$ cat config.mk
export PLATFORM = sky130hd
export DESIGN_NAME = calibration_point_sequencer_core
export DESIGN_NICKNAME = d
export VERILOG_FILES = /design/src/sv/cps_pkg.sv /design/src/sv/cps_div.sv /design/src/sv/cps_ctrl.sv /design/src/sv/cps_dp.sv /design/src/sv/calibration_point_sequencer_core.sv
export VERILOG_INCLUDE_DIRS = /design/src /design/src/sv
export SDC_FILE = /design/constraint.sdc
export NUM_CORES = 1
export LEC_CHECK = 0
export ABC_AREA = 0
export ABC_CLOCK_PERIOD_IN_PS = 9200
export BUFFER_PORTS_ARGS = -buffer_cell sky130_fd_sc_hd__buf_2
export CAP_MARGIN = 20
export CORE_MARGIN = 1.5
export CORE_UTILIZATION = 40
export DETAILED_ROUTE_END_ITERATION = 16
export PLACE_DENSITY = 0.61
export RECOVER_POWER = 100
export SLEW_MARGIN = 5
export SYNTH_ARGS = -nofsm -noshare
export SYNTH_HDL_FRONTEND = slang
export SYNTH_SLANG_ARGS = --single-unit
$ cat constraint.sdc
create_clock -name i_clk -period 9.2 [get_ports i_clk]
set_input_delay 0.92 -clock i_clk [delete_from_list [all_inputs] [get_ports i_clk]]
set_output_delay 0.92 -clock i_clk [all_outputs]
set_load 0.01 [all_outputs]
$ cat src/sv/calibration_point_sequencer_core_defines.svh
// Assertion macros shared by the calibration point sequencer modules
`ifndef CALIBRATION_POINT_SEQUENCER_CORE_DEFINES_SVH
`define CALIBRATION_POINT_SEQUENCER_CORE_DEFINES_SVH

// Same-cycle implication, disabled while reset is low
`define CPS_ASSERT_SAME(label, clk, rst_n, ante, cons, msg) \
    label: assert property (@(posedge clk) disable iff (!(rst_n)) (ante) |-> (cons)) \
        else $error(msg);

// Next-cycle implication, disabled while reset is low
`define CPS_ASSERT_NEXT(label, clk, rst_n, ante, cons, msg) \
    label: assert property (@(posedge clk) disable iff (!(rst_n)) (ante) |=> (cons)) \
        else $error(msg);

`endif

$ cat src/sv/cps_pkg.sv
// Types, constants and the target table of the calibration point sequencer
package cps_pkg;

    localparam int IN_W   = 136;
    localparam int OUT_W  = 88;
    localparam int MV_W   = 17;
    localparam int UA_W   = 32;
    localparam int VSUM_W = 25;
    localparam int CSUM_W = 40;
    localparam int VDIV_W = 26;
    localparam int DVR_W  = 8;
    localparam int CFG_W  = 16;

    localparam logic [15:0] SETTLE_RST = 16'd4000;
    localparam logic [15:0] WINDOW_RST = 16'd5000;
    localparam logic [7:0]  SPP_RST    = 8'd32;

    localparam logic [1:0] CFG_SETTLE = 2'd0;
    localparam logic [1:0] CFG_WINDOW = 2'd1;
    localparam logic [1:0] CFG_SPP    = 2'd2;

    typedef enum logic [2:0] {
        PH_IDLE   = 3'd0,
        PH_SET    = 3'd1,
        PH_SETTLE = 3'd2,
        PH_SAMPLE = 3'd3,
        PH_FINISH = 3'd4
    } t_phase;

    typedef enum logic [1:0] {
        EV_NONE    = 2'd0,
        EV_STORED  = 2'd1,
        EV_SKIPPED = 2'd2,
        EV_DONE    = 2'd3
    } t_event;

    typedef enum logic [2:0] {
        ST_IDLE,
        ST_STEP,
        ST_DSTART,
        ST_DWAIT,
        ST_LOAD
    } t_ctrl_state;

    typedef struct packed {
        logic capture;
        logic step_en;
        logic div_start;
        logic load_out;
    } t_cmd;

    typedef struct packed {
        logic div_busy;
        logic out_free;
    } t_sts;

    localparam logic [15:0] TGT_A [8] = '{
        16'd5000, 16'd10000, 16'd15000, 16'd20000, 16'd0, 16'd0, 16'd0, 16'd0
    };
    localparam logic [15:0] TGT_B [8] = '{
        16'd5000, 16'd10000, 16'd15000, 16'd20000, 16'd30000, 16'd40000, 16'd0, 16'd0
    };

    function automatic logic [15:0] target_lookup(input logic ch, input logic [2:0] idx);
        return ch ? TGT_B[idx] : TGT_A[idx];
    endfunction

endpackage

$ cat src/sv/cps_div.sv
// Restoring serial divider, one quotient bit per cycle, 8-bit divisor
module cps_div #(
    parameter int DW = 40
) (
    input  logic                        i_clk,
    input  logic                        i_rst_n,
    input  logic                        i_start,
    input  logic [DW-1:0]               i_dividend,
    input  logic [cps_pkg::DVR_W-1:0]   i_divisor,
    output logic                        o_busy,
    output logic [DW-1:0]               o_quotient
);

    localparam int CW = $clog2(DW + 1);

    logic                      r_busy;
    logic [CW-1:0]             r_cnt;
    logic [DW-1:0]             r_q;
    logic [cps_pkg::DVR_W-1:0] r_rem;
    logic [cps_pkg::DVR_W-1:0] r_d;

    logic [cps_pkg::DVR_W:0]   trial;
    logic [cps_pkg::DVR_W:0]   diff;
    logic                      ge;

    assign trial = {r_rem, r_q[DW-1]};
    assign ge    = trial >= {1'b0, r_d};
    assign diff  = trial - {1'b0, r_d};

    always_ff @(posedge i_clk) begin
        if (!i_rst_n) begin
            r_busy <= 1'b0;
            r_cnt  <= '0;
        end else if (i_start) begin
            r_busy <= 1'b1;
            r_cnt  <= CW'(DW);
        end else if (r_busy) begin
            r_cnt <= r_cnt - CW'(1);
            if (r_cnt == CW'(1)) begin
                r_busy <= 1'b0;
            end
        end
    end

    always_ff @(posedge i_clk) begin
        if (i_start) begin
            r_q   <= i_dividend;
            r_rem <= '0;
            r_d   <= i_divisor;
        end else if (r_busy) begin
            r_q   <= {r_q[DW-2:0], ge};
            r_rem <= ge ? diff[cps_pkg::DVR_W-1:0] : trial[cps_pkg::DVR_W-1:0];
        end
    end

    assign o_busy     = r_busy;
    assign o_quotient = r_q;

endmodule

$ cat src/sv/cps_ctrl.sv
// Controller state machine: accept, step, divide, load result
`include "calibration_point_sequencer_core_defines.svh"

module cps_ctrl (
    input  logic            i_clk,
    input  logic            i_rst_n,
    input  logic            i_in_tvalid,
    output logic            o_in_tready,
    input  cps_pkg::t_sts   i_sts,
    output cps_pkg::t_cmd   o_cmd
);

    cps_pkg::t_ctrl_state r_state;
    cps_pkg::t_ctrl_state n_state;
    logic                 accept;

    assign accept = i_in_tvalid && o_in_tready;

    always_ff @(posedge i_clk) begin
        if (!i_rst_n) begin
            r_state <= cps_pkg::ST_IDLE;
        end else begin
            r_state <= n_state;
        end
    end

    always_comb begin
        n_state = r_state;
        unique case (r_state)
            cps_pkg::ST_IDLE:   if (i_in_tvalid) n_state = cps_pkg::ST_STEP;
            cps_pkg::ST_STEP:   n_state = cps_pkg::ST_DSTART;
            cps_pkg::ST_DSTART: n_state = cps_pkg::ST_DWAIT;
            cps_pkg::ST_DWAIT:  if (!i_sts.div_busy) n_state = cps_pkg::ST_LOAD;
            cps_pkg::ST_LOAD:   if (i_sts.out_free) n_state = cps_pkg::ST_IDLE;
            default:            n_state = cps_pkg::ST_IDLE;
        endcase
    end

    always_comb begin
        o_in_tready = 1'b0;
        o_cmd       = '0;
        unique case (r_state)
            cps_pkg::ST_IDLE: begin
                o_in_tready   = 1'b1;
                o_cmd.capture = i_in_tvalid;
            end
            cps_pkg::ST_STEP:   o_cmd.step_en   = 1'b1;
            cps_pkg::ST_DSTART: o_cmd.div_start = 1'b1;
            cps_pkg::ST_DWAIT:  o_cmd           = '0;
            cps_pkg::ST_LOAD:   o_cmd.load_out  = i_sts.out_free;
            default:            o_cmd           = '0;
        endcase
    end

    `CPS_ASSERT_NEXT(a_accept_step, i_clk, i_rst_n, accept, r_state == cps_pkg::ST_STEP, "accepted beat not stepped")
    `CPS_ASSERT_SAME(a_load_free, i_clk, i_rst_n, o_cmd.load_out, i_sts.out_free, "result loaded over a pending beat")
    `CPS_ASSERT_SAME(a_start_idle_div, i_clk, i_rst_n, o_cmd.div_start, !i_sts.div_busy, "divider restarted while busy")

endmodule

$ cat src/sv/cps_dp.sv
// Datapath: sequencer registers, sample sums, mean dividers and output register
`include "calibration_point_sequencer_core_defines.svh"

module cps_dp #(
    parameter int POINTS_A = 4,
    parameter int POINTS_B = 6
) (
    input  logic                          i_clk,
    input  logic                          i_rst_n,
    input  cps_pkg::t_cmd                 i_cmd,
    output cps_pkg::t_sts                 o_sts,
    input  logic                          i_cfg_valid,
    input  logic [1:0]                    i_cfg_index,
    input  logic [cps_pkg::CFG_W-1:0]     i_cfg_data,
    input  logic [cps_pkg::IN_W-1:0]      i_in_tdata,
    output logic                          o_out_tvalid,
    input  logic                          i_out_tready,
    output logic [cps_pkg::OUT_W-1:0]     o_out_tdata
);

    localparam logic [3:0] CNT_A = 4'(POINTS_A);
    localparam logic [3:0] CNT_B = 4'(POINTS_B);

    // configuration
    logic [15:0] r_settle;
    logic [15:0] r_window;
    logic [7:0]  r_spp;

    // sequencer state
    cps_pkg::t_phase            r_phase, n_phase;
    logic                       r_ch, n_ch;
    logic [2:0]                 r_idx, n_idx;
    logic [31:0]                r_start_ms, n_start_ms;
    logic [cps_pkg::VSUM_W-1:0] r_vsum, n_vsum;
    logic [cps_pkg::CSUM_W-1:0] r_csum, n_csum;
    logic [7:0]                 r_cnt, n_cnt;

    // report of the last step
    logic            r_rep_ch, n_rep_ch;
    logic [2:0]      r_rep_idx, n_rep_idx;
    logic [15:0]     r_tgt, n_tgt;
    cps_pkg::t_event r_event, n_event;

    logic [cps_pkg::IN_W-1:0]  r_in;
    logic [cps_pkg::OUT_W-1:0] r_out_tdata;
    logic                      r_out_valid;

    // unpacked input beat
    logic [31:0]               in_now;
    logic                      in_start;
    logic                      in_valid_a, in_valid_b;
    logic [cps_pkg::MV_W-1:0]  in_mv_a, in_mv_b;
    logic [cps_pkg::UA_W-1:0]  in_ua_a, in_ua_b;

    // step logic
    cps_pkg::t_phase           ph0;
    logic                      ch0;
    logic [2:0]                idx0;
    logic [31:0]               elapsed;
    logic [7:0]                need;
    logic [16:0]               window_end;
    logic                      smp_valid;
    logic [cps_pkg::MV_W-1:0]  smp_mv;
    logic [cps_pkg::UA_W-1:0]  smp_ua;
    logic                      add_ok;
    logic [7:0]                cnt_inc;
    logic [7:0]                cnt_s;
    logic                      advance;
    logic                      last_in_ch;
    logic                      pt_done;

    // divider side
    logic [cps_pkg::VDIV_W-1:0] vdividend;
    logic [cps_pkg::CSUM_W-1:0] cmag;
    logic [cps_pkg::VDIV_W-1:0] vquo;
    logic [cps_pkg::CSUM_W-1:0] cquo;
    logic [cps_pkg::CSUM_W-1:0] cquo_s;
    logic                       vbusy, cbusy;
    logic [cps_pkg::MV_W-1:0]   mean_mv;
    logic [cps_pkg::UA_W-1:0]   mean_ua;

    assign in_now     = r_in[31:0];
    assign in_start   = r_in[32];
    assign in_valid_a = r_in[33];
    assign in_mv_a    = r_in[50:34];
    assign in_ua_a    = r_in[82:51];
    assign in_valid_b = r_in[83];
    assign in_mv_b    = r_in[100:84];
    assign in_ua_b    = r_in[132:101];

    always_ff @(posedge i_clk) begin
        if (!i_rst_n) begin
            r_settle <= cps_pkg::SETTLE_RST;
            r_window <= cps_pkg::WINDOW_RST;
            r_spp    <= cps_pkg::SPP_RST;
        end else if (i_cfg_valid) begin
            unique case (i_cfg_index)
                cps_pkg::CFG_SETTLE: r_settle <= i_cfg_data;
                cps_pkg::CFG_WINDOW: r_window <= i_cfg_data;
                cps_pkg::CFG_SPP:    r_spp    <= i_cfg_data[7:0];
                default:             r_spp    <= r_spp;
            endcase
        end
    end

    always_ff @(posedge i_clk) begin
        if (i_cmd.capture) begin
            r_in <= i_in_tdata;
        end
    end

    always_comb begin
        ph0        = (r_phase == cps_pkg::PH_IDLE && in_start) ? cps_pkg::PH_SET : r_phase;
        ch0        = (r_phase == cps_pkg::PH_IDLE && in_start) ? 1'b0 : r_ch;
        idx0       = (r_phase == cps_pkg::PH_IDLE && in_start) ? 3'd0 : r_idx;
        elapsed    = in_now - r_start_ms;
        need       = (r_spp == 8'd0) ? 8'd1 : r_spp;
        window_end = {1'b0, r_settle} + {1'b0, r_window};
        smp_valid  = ch0 ? in_valid_b : in_valid_a;
        smp_mv     = ch0 ? in_mv_b : in_mv_a;
        smp_ua     = ch0 ? in_ua_b : in_ua_a;
        add_ok     = smp_valid && (r_cnt != 8'hFF);
        cnt_inc    = r_cnt + 8'd1;
        cnt_s      = add_ok ? cnt_inc : r_cnt;
        last_in_ch = ({1'b0, idx0} + 4'd1) >= (ch0 ? CNT_B : CNT_A);

        n_phase    = ph0;
        n_ch       = ch0;
        n_idx      = idx0;
        n_start_ms = r_start_ms;
        n_vsum     = r_vsum;
        n_csum     = r_csum;
        n_cnt      = r_cnt;
        n_event    = cps_pkg::EV_NONE;
        advance    = 1'b0;

        unique case (ph0)
            cps_pkg::PH_SET: begin
                n_start_ms = in_now;
                n_vsum     = '0;
                n_csum     = '0;
                n_cnt      = '0;
                n_phase    = cps_pkg::PH_SETTLE;
            end
            cps_pkg::PH_SETTLE: begin
                if (elapsed >= {16'd0, r_settle}) n_phase = cps_pkg::PH_SAMPLE;
            end
            cps_pkg::PH_SAMPLE: begin
                if (add_ok) begin
                    n_vsum = r_vsum + cps_pkg::VSUM_W'(smp_mv);
                    n_csum = r_csum + {{(cps_pkg::CSUM_W - cps_pkg::UA_W){smp_ua[31]}}, smp_ua};
                    n_cnt  = cnt_inc;
                end
                if (cnt_s >= need) begin
                    n_event = cps_pkg::EV_STORED;
                    advance = 1'b1;
                end else if (elapsed >= {15'd0, window_end}) begin
                    n_event = cps_pkg::EV_SKIPPED;
                    advance = 1'b1;
                end
            end
            cps_pkg::PH_FINISH: begin
                n_phase = cps_pkg::PH_IDLE;
                n_event = cps_pkg::EV_DONE;
            end
            default: n_phase = ph0;
        endcase

        if (advance) begin
            priority if (!last_in_ch) begin
                n_idx   = idx0 + 3'd1;
                n_phase = cps_pkg::PH_SET;
            end else if (!ch0) begin
                n_ch    = 1'b1;
                n_idx   = 3'd0;
                n_phase = cps_pkg::PH_SET;
            end else begin
                n_phase = cps_pkg::PH_FINISH;
            end
        end

        // a stored or skipped point reports itself, not the point that follows
        pt_done   = (n_event == cps_pkg::EV_STORED) || (n_event == cps_pkg::EV_SKIPPED);
        n_rep_ch  = pt_done ? ch0 : n_ch;
        n_rep_idx = pt_done ? idx0 : n_idx;
        n_tgt     = (n_phase == cps_pkg::PH_IDLE && !pt_done) ? 16'd0
                    : cps_pkg::target_lookup(n_rep_ch, n_rep_idx);
    end

    always_ff @(posedge i_clk) begin
        if (!i_rst_n) begin
            r_phase    <= cps_pkg::PH_IDLE;
            r_ch       <= 1'b0;
            r_idx      <= '0;
            r_start_ms <= '0;
            r_vsum     <= '0;
            r_csum     <= '0;
            r_cnt      <= '0;
        end else if (i_cmd.step_en) begin
            r_phase    <= n_phase;
            r_ch       <= n_ch;
            r_idx      <= n_idx;
            r_start_ms <= n_start_ms;
            r_vsum     <= n_vsum;
            r_csum     <= n_csum;
            r_cnt      <= n_cnt;
        end
    end

    always_ff @(posedge i_clk) begin
        if (i_cmd.step_en) begin
            r_rep_ch  <= n_rep_ch;
            r_rep_idx <= n_rep_idx;
            r_tgt     <= n_tgt;
            r_event   <= n_event;
        end
    end

    // round the voltage mean by adding half the count; divide the current magnitude
    assign vdividend = {1'b0, r_vsum} + cps_pkg::VDIV_W'(r_cnt[7:1]);
    assign cmag      = r_csum[cps_pkg::CSUM_W-1] ? (~r_csum + cps_pkg::CSUM_W'(1)) : r_csum;

    cps_div #(.DW(cps_pkg::VDIV_W)) u_vdiv (
        .i_clk      (i_clk),
        .i_rst_n    (i_rst_n),
        .i_start    (i_cmd.div_start),
        .i_dividend (vdividend),
        .i_divisor  (r_cnt),
        .o_busy     (vbusy),
        .o_quotient (vquo)
    );

    cps_div #(.DW(cps_pkg::CSUM_W)) u_cdiv (
        .i_clk      (i_clk),
        .i_rst_n    (i_rst_n),
        .i_start    (i_cmd.div_start),
        .i_dividend (cmag),
        .i_divisor  (r_cnt),
        .o_busy     (cbusy),
        .o_quotient (cquo)
    );

    assign cquo_s  = r_csum[cps_pkg::CSUM_W-1] ? (~cquo + cps_pkg::CSUM_W'(1)) : cquo;
    assign mean_mv = (r_cnt == 8'd0) ? '0 : vquo[cps_pkg::MV_W-1:0];
    assign mean_ua = (r_cnt == 8'd0) ? '0 : cquo_s[cps_pkg::UA_W-1:0];

    always_ff @(posedge i_clk) begin
        if (!i_rst_n) begin
            r_out_valid <= 1'b0;
        end else if (i_cmd.load_out) begin
            r_out_valid <= 1'b1;
        end else if (i_out_tready) begin
            r_out_valid <= 1'b0;
        end
    end

    always_ff @(posedge i_clk) begin
        if (i_cmd.load_out) begin
            r_out_tdata <= {5'd0, r_cnt, mean_ua, mean_mv, r_event, r_tgt, r_rep_idx,
                            r_rep_ch, r_phase, (r_phase != cps_pkg::PH_IDLE)};
        end
    end

    assign o_sts.div_busy = vbusy || cbusy;
    assign o_sts.out_free = !r_out_valid || i_out_tready;
    assign o_out_tvalid   = r_out_valid;
    assign o_out_tdata    = r_out_tdata;

    `CPS_ASSERT_NEXT(a_cnt_hold, i_clk, i_rst_n, !i_cmd.step_en, $stable(r_cnt), "sample count moved outside a step")
    `CPS_ASSERT_NEXT(a_div_runs, i_clk, i_rst_n, i_cmd.div_start, o_sts.div_busy, "divider did not start")
    `CPS_ASSERT_NEXT(a_out_loaded, i_clk, i_rst_n, i_cmd.load_out, r_out_valid, "loaded result not presented")

endmodule

$ cat src/sv/calibration_point_sequencer_core.sv
// An accepted input beat is captured, stepped, divided and loaded as a result beat while
// the output register is free; a result held there delays the next load until it drains. A new
// beat is taken only once the previous one has passed the 40-step serial divider for the current
// mean (the voltage mean divider needs 26 steps) and been loaded; a beat is taken while the
// previous result still waits. Reset (i_rst_n low, synchronous) clears the sequencer to
// idle on channel A and restores settle 4000 ms, window 5000 ms and 32 samples per point.
module calibration_point_sequencer_core #(
    parameter int POINTS_A = 4,
    parameter int POINTS_B = 6
) (
    input  logic                       i_clk,
    input  logic                       i_rst_n,
    input  logic                       s_axis_tvalid,
    output logic                       s_axis_tready,
    // now_ms[31:0], start_request[32], valid_a[33], bus_mv_a[50:34],
    // current_ua_a[82:51], valid_b[83], bus_mv_b[100:84], current_ua_b[132:101], zeros
    input  logic [cps_pkg::IN_W-1:0]   s_axis_tdata,
    output logic                       m_axis_tvalid,
    input  logic                       m_axis_tready,
    // running[0], phase[3:1], on_channel_b[4], point_index[7:5], setpoint_mv[23:8],
    // event_code[25:24], mean_mv[42:26], mean_current_ua[74:43], samples_taken[82:75], zeros
    output logic [cps_pkg::OUT_W-1:0]  m_axis_tdata,
    input  logic                       i_cfg_valid,
    output logic                       o_cfg_ready,
    input  logic [1:0]                 i_cfg_index,
    input  logic [cps_pkg::CFG_W-1:0]  i_cfg_data
);

    cps_pkg::t_cmd cmd;
    cps_pkg::t_sts sts;

    // registers take a write in any cycle
    assign o_cfg_ready = 1'b1;

    cps_ctrl u_ctrl (
        .i_clk       (i_clk),
        .i_rst_n     (i_rst_n),
        .i_in_tvalid (s_axis_tvalid),
        .o_in_tready (s_axis_tready),
        .i_sts       (sts),
        .o_cmd       (cmd)
    );

    cps_dp #(
        .POINTS_A (POINTS_A),
        .POINTS_B (POINTS_B)
    ) u_dp (
        .i_clk        (i_clk),
        .i_rst_n      (i_rst_n),
        .i_cmd        (cmd),
        .o_sts        (sts),
        .i_cfg_valid  (i_cfg_valid),
        .i_cfg_index  (i_cfg_index),
        .i_cfg_data   (i_cfg_data),
        .i_in_tdata   (s_axis_tdata),
        .o_out_tvalid (m_axis_tvalid),
        .i_out_tready (m_axis_tready),
        .o_out_tdata  (m_axis_tdata)
    );

endmodule
==> flow_metrics.env <==
export IMPL_status="finished, violations left"
export IMPL_violations="capacitance limit, slew limit"
export IMPL_netlist_area_um2=26700
export IMPL_arrival_ns=6.65
export IMPL_drive_gt1_frac=0.106
export IMPL_gr_max_usage_layer="met2"
export IMPL_core_um2=65900
export IMPL_cp_data_required_time_ns=9.40
export IMPL_antenna_found_initial=4
export IMPL_avgSynthCellArea_um2=9.72
export IMPL_cts_tree="built"
export IMPL_grt_max_degree=106
export IMPL_dieArea_um2=68300
export IMPL_grt_pass1_wl_mm=103
export IMPL_tns_ns=0
export IMPL_fill_cells=6299
export IMPL_final_hold_viol_count=0
export IMPL_utilization=0.458
export IMPL_drtIter0Drc=1267
export IMPL_setup_violations=0
export IMPL_crit_chain="nor3_1 > and2_0 > clkbuf_2"
export IMPL_overflow=0
export IMPL_track_usage=0.187
export IMPL_min_period_over_period=0.702
export IMPL_start_util=0.405
export IMPL_async_reset_ff_frac=0
export IMPL_use_met1=0.247
export IMPL_grt_pass1_vias=19800
export IMPL_cts_htree_levels=2
export IMPL_peakVddDrop_v=0.000136
export IMPL_clkTransAtPathRegs_ns=0.06
export IMPL_numCtsBuffers=54
export IMPL_clk_path_buf_depth=3
export IMPL_cp_slowest_stage_delay_ns=3.65
export IMPL_path_max_fanout=74
export IMPL_fmax_mhz=155
export IMPL_ys_seq_area_frac=0.474
export IMPL_path_buf_inv=1
export IMPL_area_delta_synth_final_pct=13.2
export IMPL_crit_path_start_kind="flip-flop"
export IMPL_routed_via_density=5.28
export IMPL_crit_type="flip-flop to flip-flop"
export IMPL_yosys_warnings=0
export IMPL_synth_edf_count=298
export IMPL_maxCapViolations=11
export IMPL_ys_ff_latch=483
export IMPL_cp_slowest_cell="and2_0"
export IMPL_p_leak_nw=11.5
export IMPL_cts_sinks=483
export IMPL_die_h_um=261
export IMPL_route_detailed_drc=0
export IMPL_grt_util_met3=0.0310
export IMPL_met2_usage=0.318
export IMPL_port_buffers=237
export IMPL_place_hpwl_mm=48.0
export IMPL_ios=250
export IMPL_synth_cell_types=91
export IMPL_rsz0062_at_grt="false"
export IMPL_whs_ns=0.417
export IMPL_finClkSkew_ns=0.0315
export IMPL_fin_area_um2=30200
export IMPL_globalplace_congestion=0.901
export IMPL_syn_inst=2745
export IMPL_p_per_area_nw_per_um2=194
export IMPL_endpoint_kind="flip-flop"
export IMPL_synth_top_flop_cell="edfxtp_1"
export IMPL_finalCriticalPeriod_ns=6.46
export IMPL_slew_headroom=-2.38
export IMPL_tightest_slew_ns=5.07
export IMPL_finalWirelength_mm=65.5
export IMPL_post_dp_cell_area_um2=28600
export IMPL_slew_viol_final=575
export IMPL_insertion_delay_ns=0.61
export IMPL_cts_resized=0
export IMPL_cts_root_buf="clkbuf_16"
export IMPL_via_count=20400
export IMPL_placement_rows=94
export IMPL_critPathTopFamily="simple AND/OR/NAND/NOR gates"
export IMPL_cts_hold_buf=0
export IMPL_nets=3295
export IMPL_drtPass1Iterations=8
export IMPL_fp_dieW_um=261
export IMPL_antenna_left=0
export IMPL_cts_setup_buffers=0
export IMPL_wire_per_inst_um=17.0
export IMPL_holdCritPathClass="flip-flop to flip-flop"
[path summary, 6_finish.rpt]
path	start	end	slack, ns	cells after the start
setup / recovery	u_ctrl.r_state[2]$_SDFFE_PN0P_	u_dp.r_in[72]$_DFFE_PP_	2.74	3
hold / removal	u_dp.r_tgt[9]$_SDFFCE_PP0P_	u_dp.o_out_tdata[17]$_DFFE_PP_	0.42	0
setup reg to reg	u_ctrl.r_state[2]$_SDFFE_PN0P_	u_dp.r_in[72]$_DFFE_PP_	2.74	3
hold reg to reg	u_dp.r_tgt[9]$_SDFFCE_PP0P_	u_dp.o_out_tdata[17]$_DFFE_PP_	0.42	0
[logic make-up after synthesis]
kind of cell,synth area share
simple gates,0.157
xor+xnor,0.0633
mux,0.0259
compound gates,0.150
fa+ha+maj,0.0896
flops,0.474
buf+inv,0.0397
other cells,0.000281
[power breakdown]
part	total, mW	leakage (nW)	internal [mW]	switching (mW)
Clock	2.11	0.845	1.23	0.883
Sequential	2.64	4.31	2.53	0.103
Combinational	1.10	6.30	0.424	0.676
[routing by layer]
metal | wire [um] | vias to the layer above
met5 | 0 | -
met4 | 1420 | 0
met3 | 3600 | 109
met2 | 31000 | 469
met1 | 29500 | 9574
li1 | - | 10300
[worst reg2reg max path, stage by stage (launching register included)]
cell and delay, ns:
dfxtp_1 0.35, nor3_1 0.35, and2_0 3.65, clkbuf_2 1.63
[cells in the final DEF, fill, tap and decap left out, drive strengths merged, types with 8 or more instances in the layout]
cell       n
a211oi    26
a21boi    12
a21o      34
a21oi    228
a31oi     15
and2      13
and3      14
buf      158
clkbuf   169
clkinv    27
conb       9
dfxtp    185
edfxtp   298
ha       180
inv      145
mux2      49
mux2i     14
nand2    370
nand2b    19
nand3     89
nand3b     9
nand4     26
nor2     203
nor2b     42
nor3      40
nor4      16
o2111ai    8
o211ai    22
o21a      20
o21ai    188
o21bai    12
o31ai     27
o41ai     12
or3       28
or4        8
xnor2     85
xor2     108
[per-stage QoR]
step           worst slack [ns]  std cells  power [mW]
6_report                   2.74       3861        5.84
5_1_grt                    2.08       3861        6.17
4_1_cts                    3.45       3856        5.90
3_5_place_dp               3.50       3754        3.77
3_3_place_gp               3.59       3754        3.72
2_1_floorplan              4.67       2752        3.47
[area by class of cell]
cell class                      count  area (um^2)  area share
Multi-Input combinational cell   2006        13000       0.430
Inverter                          144          542      0.0179
Antenna cell                        2         5.00    0.000166
Timing Repair Buffer              260         1200      0.0397
Clock inverter                     35          309      0.0102
Clock buffer                       67         1410      0.0467
Sequential cell                   483        12700       0.419
Tap cell                          864         1080      0.0358
[state kept, by name, indices dropped and copies added, names as in the netlist, 16 cells and up]
register / flops
u_dp.r_in: 133
u_dp.o_out_tdata: 76
u_dp.r_csum: 40
u_dp.u_cdiv.o_quotient: 40
u_dp.r_start_ms: 32
u_dp.u_vdiv.o_quotient: 26
u_dp.r_vsum: 25
u_dp.r_settle: 16
u_dp.r_window: 16
[cell usage after synthesis (9+ instances only)]
cell,number,share of area
nand2_1,370,0.052
edfxtp_1,298,0.34
a21oi_1,226,0.042
nor2_1,203,0.029
dfxtp_1,185,0.14
ha_1,180,0.084
o21ai_0,158,0.030
inv_1,141,0.020
xor2_1,108,0.035
clkbuf_1,90,0.013
nand3_1,89,0.017
xnor2_1,85,0.028
mux2_2,48,0.020
nor2b_1,42,0.0098
nor3_1,38,0.0071
a21o_1,34,0.0096
or3_1,27,0.0063
a211oi_1,26,0.0073
nand4_1,26,0.0061
o21ai_1,26,0.0049
o31ai_1,23,0.0065
o211ai_1,22,0.0062
o21a_1,20,0.0056
nand2b_1,19,0.0045
buf_4,16,0.0045
a31oi_1,14,0.0033
and3_1,14,0.0033
mux2i_1,14,0.0053
and2_1,13,0.0030
nor4_1,13,0.0030
o21bai_1,11,0.0031
o41ai_1,11,0.0036
buf_2,9,0.0017
nand3b_1,9,0.0025
No activity file was read; power rests on OpenSTA's default activity.
